### src/edr_pkg.sv
// package for the euclidean distance block: widths, operation codes and
// the data type handed along the square root cell chain
// no dependencies
`timescale 1ns / 1ps
`default_nettype none

package edr_pkg;

	// point geometry
	localparam int DIMENSION = 10;
	localparam int COORD_WIDTH = 7;
	localparam int NUM_COORD_FIELDS = 10;

	// result widths and fixed point format
	localparam int SQ_WIDTH = 18;
	localparam int DIST_WIDTH = 17;
	localparam int FRAC_BITS = 8;

	// squared difference of one coordinate and the sum of a pair of them
	localparam int SQD_WIDTH = 2 * COORD_WIDTH;
	localparam int PAIR_WIDTH = SQD_WIDTH + 1;
	localparam int PAIRS = (DIMENSION + 1) / 2;

	// square root datapath
	localparam int RAD_WIDTH = 2 * DIST_WIDTH;
	localparam int REM_WIDTH = DIST_WIDTH + 1;
	localparam int WORK_WIDTH = REM_WIDTH + 2;
	localparam int ROOT_CELLS = DIST_WIDTH;

	// operation codes
	localparam logic OP_LOAD = 1'b0;
	localparam logic OP_MEASURE = 1'b1;

	// one request in flight along the root chain
	typedef struct packed {
		logic [RAD_WIDTH-1:0] rad;
		logic [REM_WIDTH-1:0] rem;
		logic [DIST_WIDTH-1:0] root;
		logic [SQ_WIDTH-1:0] sq;
	} root_data_t;

endpackage

`default_nettype wire

### src/edr_lane.sv
// one coordinate lane: holds a reference coordinate and squares the
// distance of an incoming coordinate to it; uses edr_pkg
`timescale 1ns / 1ps
`default_nettype none

module edr_lane
	import edr_pkg::*;
(
	input wire logic clk,
	input wire logic arst_n,
	input wire logic [COORD_WIDTH-1:0] coord,
	input wire logic load,
	input wire logic take,
	output logic [SQD_WIDTH-1:0] sq_s1
);

	logic [COORD_WIDTH-1:0] ref_q;
	logic [COORD_WIDTH-1:0] diff;
	logic [SQD_WIDTH-1:0] sq;

	// absolute difference and its square
	always_comb begin
		if (coord >= ref_q) begin
			diff = coord - ref_q;
		end else begin
			diff = ref_q - coord;
		end
		sq = SQD_WIDTH'(diff) * SQD_WIDTH'(diff);
	end

	// reference coordinate, cleared at reset
	always_ff @(posedge clk or negedge arst_n) begin
		if (!arst_n) begin
			ref_q <= '0;
		end else if (load) begin
			ref_q <= coord;
		end
	end

	// squared difference register
	always_ff @(posedge clk) begin
		if (take) begin
			sq_s1 <= sq;
		end
	end

endmodule

`default_nettype wire

### src/edr_root_cell.sv
// one cell of the square root chain: settles one result bit per request
// and hands the partial root and remainder to the next cell; uses edr_pkg
`timescale 1ns / 1ps
`default_nettype none

module edr_root_cell
	import edr_pkg::*;
(
	input wire logic clk,
	input wire logic arst_n,
	input wire logic up_valid,
	output logic up_ready,
	input wire root_data_t up_data,
	output logic dn_valid,
	input wire logic dn_ready,
	output root_data_t dn_data
);

	logic valid_q;
	root_data_t data_q;
	root_data_t next;
	logic [WORK_WIDTH-1:0] cur;
	logic [WORK_WIDTH-1:0] trial;

	// restoring root step: bring down two radicand bits, try root*4+1
	always_comb begin
		cur = {up_data.rem, up_data.rad[RAD_WIDTH-1 -: 2]};
		trial = {1'b0, up_data.root, 2'b01};
		next.rad = {up_data.rad[RAD_WIDTH-3:0], 2'b00};
		next.sq = up_data.sq;
		if (cur >= trial) begin
			next.rem = REM_WIDTH'(cur - trial);
			next.root = {up_data.root[DIST_WIDTH-2:0], 1'b1};
		end else begin
			next.rem = cur[REM_WIDTH-1:0];
			next.root = {up_data.root[DIST_WIDTH-2:0], 1'b0};
		end
	end

	// cell takes a new request when empty or when its own moves on
	assign up_ready = !valid_q || dn_ready;

	always_ff @(posedge clk or negedge arst_n) begin
		if (!arst_n) begin
			valid_q <= 1'b0;
		end else if (up_ready) begin
			valid_q <= up_valid;
		end
	end

	always_ff @(posedge clk) begin
		if (up_ready && up_valid) begin
			data_q <= next;
		end
	end

	assign dn_valid = valid_q;
	assign dn_data = data_q;

endmodule

`default_nettype wire

### src/euclidean_distance_to_reference.sv
// an accepted measure request passes the lane square register, two adder
// stages and 17 root cells, one result bit per cell, to result_valid
// throughput: one request per cycle; every stage stalls only when full
// load requests update the reference at acceptance and give no result
// reset clears the reference point and all valid flags; no clearing pass
// uses edr_pkg, edr_lane, edr_root_cell
`timescale 1ns / 1ps
`default_nettype none

module euclidean_distance_to_reference
	import edr_pkg::*;
(
	input wire logic clk,
	input wire logic arst_n,
	input wire logic item_valid,
	output logic item_ready,
	input wire logic operation,
	input wire logic [COORD_WIDTH-1:0] coord_0,
	input wire logic [COORD_WIDTH-1:0] coord_1,
	input wire logic [COORD_WIDTH-1:0] coord_2,
	input wire logic [COORD_WIDTH-1:0] coord_3,
	input wire logic [COORD_WIDTH-1:0] coord_4,
	input wire logic [COORD_WIDTH-1:0] coord_5,
	input wire logic [COORD_WIDTH-1:0] coord_6,
	input wire logic [COORD_WIDTH-1:0] coord_7,
	input wire logic [COORD_WIDTH-1:0] coord_8,
	input wire logic [COORD_WIDTH-1:0] coord_9,
	output logic result_valid,
	input wire logic result_ready,
	output logic [SQ_WIDTH-1:0] squared_distance,
	output logic [DIST_WIDTH-1:0] distance_fixed
);

	logic [COORD_WIDTH-1:0] coord_a [NUM_COORD_FIELDS];
	logic [SQD_WIDTH-1:0] sq_s1 [DIMENSION];
	logic [PAIR_WIDTH-1:0] pair_s2 [PAIRS];
	logic [SQ_WIDTH-1:0] sum_s3;
	logic [SQ_WIDTH-1:0] sum_comb;
	logic v_s1, v_s2, v_s3;
	logic s1_ready, s2_ready, s3_ready;
	logic accept, load, take;

	logic root_valid [ROOT_CELLS+1];
	logic root_ready [ROOT_CELLS+1];
	root_data_t root_data [ROOT_CELLS+1];

	assign coord_a[0] = coord_0;
	assign coord_a[1] = coord_1;
	assign coord_a[2] = coord_2;
	assign coord_a[3] = coord_3;
	assign coord_a[4] = coord_4;
	assign coord_a[5] = coord_5;
	assign coord_a[6] = coord_6;
	assign coord_a[7] = coord_7;
	assign coord_a[8] = coord_8;
	assign coord_a[9] = coord_9;

	// request handshake and stage stall chain
	assign s3_ready = !v_s3 || root_ready[0];
	assign s2_ready = !v_s2 || s3_ready;
	assign s1_ready = !v_s1 || s2_ready;
	assign item_ready = s1_ready;
	assign accept = item_valid && item_ready;
	assign load = accept && (operation == OP_LOAD);
	assign take = accept && (operation == OP_MEASURE);

	// coordinate lanes
	for (genvar k = 0; k < DIMENSION; k++) begin : g_lane
		edr_lane u_lane (
			.clk(clk),
			.arst_n(arst_n),
			.coord(coord_a[k]),
			.load(load),
			.take(take),
			.sq_s1(sq_s1[k])
		);
	end

	// valid flags of the lane and adder stages
	always_ff @(posedge clk or negedge arst_n) begin
		if (!arst_n) begin
			v_s1 <= 1'b0;
			v_s2 <= 1'b0;
			v_s3 <= 1'b0;
		end else begin
			if (s1_ready) begin
				v_s1 <= take;
			end
			if (s2_ready) begin
				v_s2 <= v_s1;
			end
			if (s3_ready) begin
				v_s3 <= v_s2;
			end
		end
	end

	// first adder stage: pairs of lane squares
	for (genvar p = 0; p < PAIRS; p++) begin : g_pair
		if (2 * p + 1 < DIMENSION) begin : g_two
			always_ff @(posedge clk) begin
				if (s2_ready && v_s1) begin
					pair_s2[p] <= PAIR_WIDTH'(sq_s1[2*p]) + PAIR_WIDTH'(sq_s1[2*p+1]);
				end
			end
		end else begin : g_one
			always_ff @(posedge clk) begin
				if (s2_ready && v_s1) begin
					pair_s2[p] <= PAIR_WIDTH'(sq_s1[2*p]);
				end
			end
		end
	end

	// second adder stage: total of the pair sums
	always_comb begin
		sum_comb = '0;
		for (int p = 0; p < PAIRS; p++) begin
			sum_comb = sum_comb + SQ_WIDTH'(pair_s2[p]);
		end
	end

	always_ff @(posedge clk) begin
		if (s3_ready && v_s2) begin
			sum_s3 <= sum_comb;
		end
	end

	// radicand is the sum scaled by two fraction widths
	assign root_valid[0] = v_s3;
	assign root_data[0].rad = {sum_s3, {(2*FRAC_BITS){1'b0}}};
	assign root_data[0].rem = '0;
	assign root_data[0].root = '0;
	assign root_data[0].sq = sum_s3;

	// square root cell chain, the last cell is the output register
	for (genvar i = 0; i < ROOT_CELLS; i++) begin : g_root
		edr_root_cell u_cell (
			.clk(clk),
			.arst_n(arst_n),
			.up_valid(root_valid[i]),
			.up_ready(root_ready[i]),
			.up_data(root_data[i]),
			.dn_valid(root_valid[i+1]),
			.dn_ready(root_ready[i+1]),
			.dn_data(root_data[i+1])
		);
	end

	assign root_ready[ROOT_CELLS] = result_ready;
	assign result_valid = root_valid[ROOT_CELLS];
	assign squared_distance = root_data[ROOT_CELLS].sq;
	assign distance_fixed = root_data[ROOT_CELLS].root;

	// root bounds for checking
	logic [RAD_WIDTH+1:0] chk_rad;
	logic [RAD_WIDTH+1:0] chk_lo;
	logic [RAD_WIDTH+1:0] chk_hi;

	always_comb begin
		chk_rad = {2'b00, squared_distance, {(2*FRAC_BITS){1'b0}}};
		chk_lo = (RAD_WIDTH+2)'(distance_fixed) * (RAD_WIDTH+2)'(distance_fixed);
		chk_hi = ((RAD_WIDTH+2)'(distance_fixed) + 1'b1)
			* ((RAD_WIDTH+2)'(distance_fixed) + 1'b1);
	end

	// root is never above the exact root
	assert property (@(posedge clk) disable iff (!arst_n)
		result_valid |-> (chk_lo <= chk_rad))
		else $error("distance_fixed squared exceeds scaled squared_distance");

	// root plus one is always above the exact root
	assert property (@(posedge clk) disable iff (!arst_n)
		result_valid |-> (chk_hi > chk_rad))
		else $error("distance_fixed is not the floor of the root");

	// a load request never enters the datapath
	assert property (@(posedge clk) disable iff (!arst_n)
		(item_valid && item_ready && (operation == OP_LOAD)) |=> !v_s1)
		else $error("load request produced a pipeline entry");

endmodule

`default_nettype wire

### config.mk
export PLATFORM = sky130hd
export DESIGN_NAME = euclidean_distance_to_reference
export DESIGN_NICKNAME = d
export VERILOG_FILES = /design/src/edr_pkg.sv /design/src/edr_lane.sv /design/src/edr_root_cell.sv /design/src/euclidean_distance_to_reference.sv
export SDC_FILE = /design/constraint.sdc
export NUM_CORES = 2
export LEC_CHECK = 0
export BUFFER_PORTS_ARGS = -buffer_cell sky130_fd_sc_hd__buf_2
export CAP_MARGIN = 10
export CORE_MARGIN = 2
export CORE_UTILIZATION = 66
export DETAILED_ROUTE_END_ITERATION = 10
export GPL_TIMING_DRIVEN = 0
export PLACE_DENSITY = 0.93
export SYNTH_ARGS = -nofsm -noshare
export SYNTH_HDL_FRONTEND = slang
export SYNTH_HIERARCHICAL = 1
export SYNTH_SLANG_ARGS = --single-unit
### constraint.sdc
create_clock -name clk -period 11.6 [get_ports clk]
set_clock_uncertainty 0.1 [all_clocks]
set_input_delay 1.74 -clock clk [delete_from_list [all_inputs] [get_ports clk]]
set_output_delay 1.74 -clock clk [all_outputs]
set_load 0.05 [all_outputs]
Word-level counts from Yosys, hierarchy flattened
Memory sizes are Yosys's and may differ from the RTL's.
Cells that the tools add are included.
{"block": "word_totals", "regBits": 1188, "latch_bits": 0, "mem_bits_rw": 75, "romBits": 0, "input_bits": 75, "out_inout_bits": 37, "word_cells": 282, "mem_count": 1}
{"block": "op_classes", "add_sub_neg": 45, "multipliers": 10, "div_mod_pow": 0, "magnitude_cmp": 27, "eq_ne": 0, "n_shift": 0, "n_mux": 29, "n_bitwise": 1, "reduce_logical": 62}
{"memory": "pair_s2", "depth": 5, "word_bits": 15, "rd": 5, "rd_clocked_by_memory_dff": 0, "wr": 5, "line": "euclidean_distance_to_reference.sv:36", "rtl": "logic [PAIR_WIDTH-1:0] pair_s2 [PAIRS];"}
{"operator": "35-bit two-way mux", "n": 15}
{"operator": "20-bit by 19-bit greater-or-equal comparator with 1-bit output", "n": 16}
{"operator": "18-bit subtractor", "n": 15}
{"operator": "7-bit by 7-bit multiplier with 14-bit output", "n": 10}
{"operator": "7-bit subtractor", "n": 20}
{"operator": "14-bit by 14-bit adder with 15-bit output", "n": 5}
{"operator": "7-bit greater-or-equal comparator", "n": 10}
{"operator": "7-bit two-way mux", "n": 10}
{"operator": "1-bit logical AND", "n": 22}
{"operator": "1-bit zero test", "n": 20}
{"operator": "1-bit logical OR", "n": 20}
{"operator": "19-bit two-way mux", "n": 1}
{"operator": "17-bit by 15-bit adder with 18-bit output", "n": 1}
{"operator": "18-bit by 15-bit adder with 18-bit output", "n": 1}
{"operator": "16-bit by 15-bit adder with 17-bit output", "n": 1}
{"operator": "15-bit by 15-bit adder with 16-bit output", "n": 1}
{"operator": "1-bit two-way mux", "n": 3}
{"operator": "2-bit by 1-bit subtractor with 3-bit output (second input constant)", "n": 1}
{"operator": "2-bit by 1-bit greater-or-equal comparator with 1-bit output (second input constant)", "n": 1}
{"operator": "1-bit NOT", "n": 1}

Longest topological paths before layout
{"block": "logic_depth", "depth_word": 23, "mapped_depth": 27, "ltp_nobuf": 26}

By module
The synthesis kept the hierarchy.
{"module": "edr_root_cell", "n_inst": 17, "cells_each": 262, "area_each_um2": 3911.3, "seq_area_each_um2": 2577.5}
{"module": "edr_lane at g_lane[1].u_lane ...", "n_inst": 7, "cells_each": 269, "area_each_um2": 2469.9, "seq_area_each_um2": 565.5}
{"module": "euclidean_distance_to_reference", "n_inst": 1, "cells_each": 792, "area_each_um2": 7991.4, "seq_area_each_um2": 2867.8}
{"module": "edr_lane at g_lane[6].u_lane ...", "n_inst": 2, "cells_each": 264, "area_each_um2": 2406.1, "seq_area_each_um2": 565.5}
{"module": "edr_lane at g_lane[0].u_lane", "n_inst": 1, "cells_each": 263, "area_each_um2": 2397.3, "seq_area_each_um2": 565.5}

Least setup slack after synthesis
No wires, ideal clock.
{"block": "synth_path", "path_kind": "input to register", "startpoint": "in result_ready", "endpoint": "reg g_lane[0].u_lane.sq_s1[0] (enable)", "arrival_ps": 9492, "required_ps": 10878, "path_slack_ps": 1386, "path_stages": 20, "n_path_buf": 0, "path_cell_list": "nand2b_1 > nand2b_1 > nand2b_1 > nand2b_1 > nand2b_1 > nand2b_1 > nand2b_1 > nand2b_1 > nand2b_1 > nand2b_1 > nand2b_1 > nand2b_1 > nand2b_1 > nand2b_1 > nand2b_1 > nand2b_1 > nand2b_1 > nor2b_1 > and3_1 > nor2_1"}
{"element": "start, declared", "line": "euclidean_distance_to_reference.sv:29", "rtl": "input wire logic result_ready,"}
{"element": "end signal, assigned", "line": "edr_lane.sv:43", "rtl": "sq_s1 <= sq;"}
{"element": "end, declared", "line": "edr_lane.sv:14", "rtl": "output logic [SQD_WIDTH-1:0] sq_s1"}

==> summary.txt <==
Slew HR: 33.7%
Worst Path Max Fanout: 4
Setup violators final: 0
Setup CP Type: input pin to primary output
Max VDD drop: 0.000392 V
Wire length on met2: 100 mm
Highest metal used: met5
Clock Latency Late Sink: 820 ps
GRT Total Usage: 28.5%
Full die area: 0.138 sq mm
CTS sink count: 1468
Final Hold Viols: 0
Min-Delay Path Class: flip-flop to flip-flop
Initial antenna violation count: 4
Final WL: 196 mm
R2R setup slack: 4670 ps
Final min period: 8130 ps
Status: finished, final reports clean
Arrival @ worst endpoint: 6290 ps
Layout cells sized above 1: 12.4%
Most common cell after layout, fill and taps aside: edfxtp_1
HPWL reported at the end of detailed placement: 141 mm
YS warnings: 6
Post-Layout Cell Count: 9745
Post-Syn Instances: 7484
Reg2reg path depth: 22
Die H: 372 microns
CTS tree: done
Drt initial violations: 5080
Count of final max-slew check failures: 0
Reg-to-reg startpoint: g_lane[9].u_lane/ref_q[0]
Via count: 59200
Post-CTS sizing: 0
Clock transition at path regs: 60 ps
Final Util: 73.2%
Aggregate negative setup slack: 0 ps
Antenna-violating nets left: 0
Worst setup path start: result_ready
Crit path capture: item_ready
RSZ-0062 raised after global routing: no
Initial core utilization: 66.7%
Worst slack at placement: 3450 ps
H-tree levels: 4
Clk buf depth: 3
DR vias/cell: 6.07
Commonest non-fill, non-tap cells in the layout: 1378 x edfxtp_1, 976 x inv_1, 811 x ha_1
Power density cells: 320 mW/mm^2
Std cell rows: 134
Remaining Overflow, GRT: 0
# IOs: 112
Wire length per cell: 20.1 microns
Required time worst endpoint: 9760 ps
CP endpoint kind: primary output
First-pass GRT wire length: 313 mm
DRC: 0
Met3 wire length: 11.4 mm
Vias in the first global route: 60800
Root buf cell: clkbuf_16
Post-synth design cell area: 0.0892 sq mm
Initial DRT Pass Iterations: 7
Worst slew pin tran: 995 ps
Max Clk Rate: 123 MHz
Crit path setup slack, layout: 3470 ps
Setup Fix Bufs, Post-CTS: 0
Placed Instances: 9467
Layout Nets: 8939
Leak Pwr: 41.9 nW
Port Buffers: 111
Max-cap viol count: 0
Met1 wire length: 74.7 mm
Setup crit start kind: input pin
Largest net degree at the start of global routing: 76
P&R area growth vs syn: 9.68%
Final cycle utilization of the critical path: 70.1%
# hold bufs at CTS: 0
Num CTS Buffers: 153
Worst hold margin: 274 ps
Die W: 372 microns
Placer congestion estimate: 0.935
Worst R2R End: g_lane[9].u_lane/sq_s1[13]
Post-Syn Area per Cell: 11.9 sq um
Core footprint: 0.134 sq mm
-- cell type report --
type	instances	area (sq um)
antenna	2	5.00
buffer	125	985
clock buffer	187	4070
clock inverter	89	996
fill	8064	35900
inverter	990	3720
multi-input combinational	4984	41300
sequential	1468	43600
tap	1768	2210
timing repair buffer	132	1000
-- critical path, cell delays in order --
cell,delay (ps)
buf_2,100
nand2b_1,150
nand2b_1,190
nand2b_1,190
nand2b_1,190
nand2b_1,190
nand2b_1,190
nand2b_1,210
nand2b_1,200
nand2b_1,210
nand2b_1,200
nand2b_1,200
nand2b_1,220
nand2b_1,210
nand2b_1,220
nand2b_1,220
nand2b_1,220
nand2b_1,230
nor2b_1,290
and3_1,390
inv_1,90
buf_2,220
-- per-layer routing --
metal | global-route usage, % | vias to the layer above
met5 | 0 | -
met4 | 13.5 | 4
met3 | 4.30 | 643
met2 | 51.3 | 2469
met1 | 33.2 | 28600
li1 | - | 27500
-- per-stage QoR --
step                area (sq um)  power (mW)
finish                     97900        31.4
global route               97900        33.4
CTS                        97900        31.0
detailed placement         92800        25.4
global placement           92300        24.1
floorplan                  89600        21.4
-- sequential cells by signal (all words and copies together), names as in the netlist --
| register | flops |
|---|---|
| g_lane.u_lane/sq_s1 | 130 |
| g_lane.u_lane/ref_q | 70 |
| v_s3 | 1 |
| sum_s3 | 18 |
| pair_s2 | 75 |
| g_root.u_cell/dn_valid | 17 |
| v_s1 | 1 |
| g_root.u_cell/dn_data | 1155 |
| v_s2 | 1 |
-- power by group --
part           switching, mW  internal (mW)  total [mW]
registers              0.369           7.59        7.96
logic                   10.8           7.62        18.5
clock network           2.12           2.82        4.94
-- worst min path at each step --
| stage | from | cells after the start | slack (ps) | to |
|---|---|---|---|---|
| floorplan | g_root[9].u_cell/dn_data[0] | 0 | 300 | g_root[10].u_cell/dn_data[0] |
| global placement | g_root[9].u_cell/dn_data[15] | 0 | 300 | g_root[10].u_cell/dn_data[15] |
| detailed placement | g_root[10].u_cell/dn_data[83] | 0 | 300 | g_root[11].u_cell/dn_data[85] |
| CTS | g_root[0].u_cell/dn_data[55] | 0 | 270 | g_root[1].u_cell/dn_data[57] |
| finish | g_root[1].u_cell/dn_data[15] | 0 | 270 | g_root[2].u_cell/dn_data[15] |
| global route | g_root[1].u_cell/dn_data[15] | 0 | 280 | g_root[2].u_cell/dn_data[15] |
Note: power is estimated with default switching activity, not from simulation.
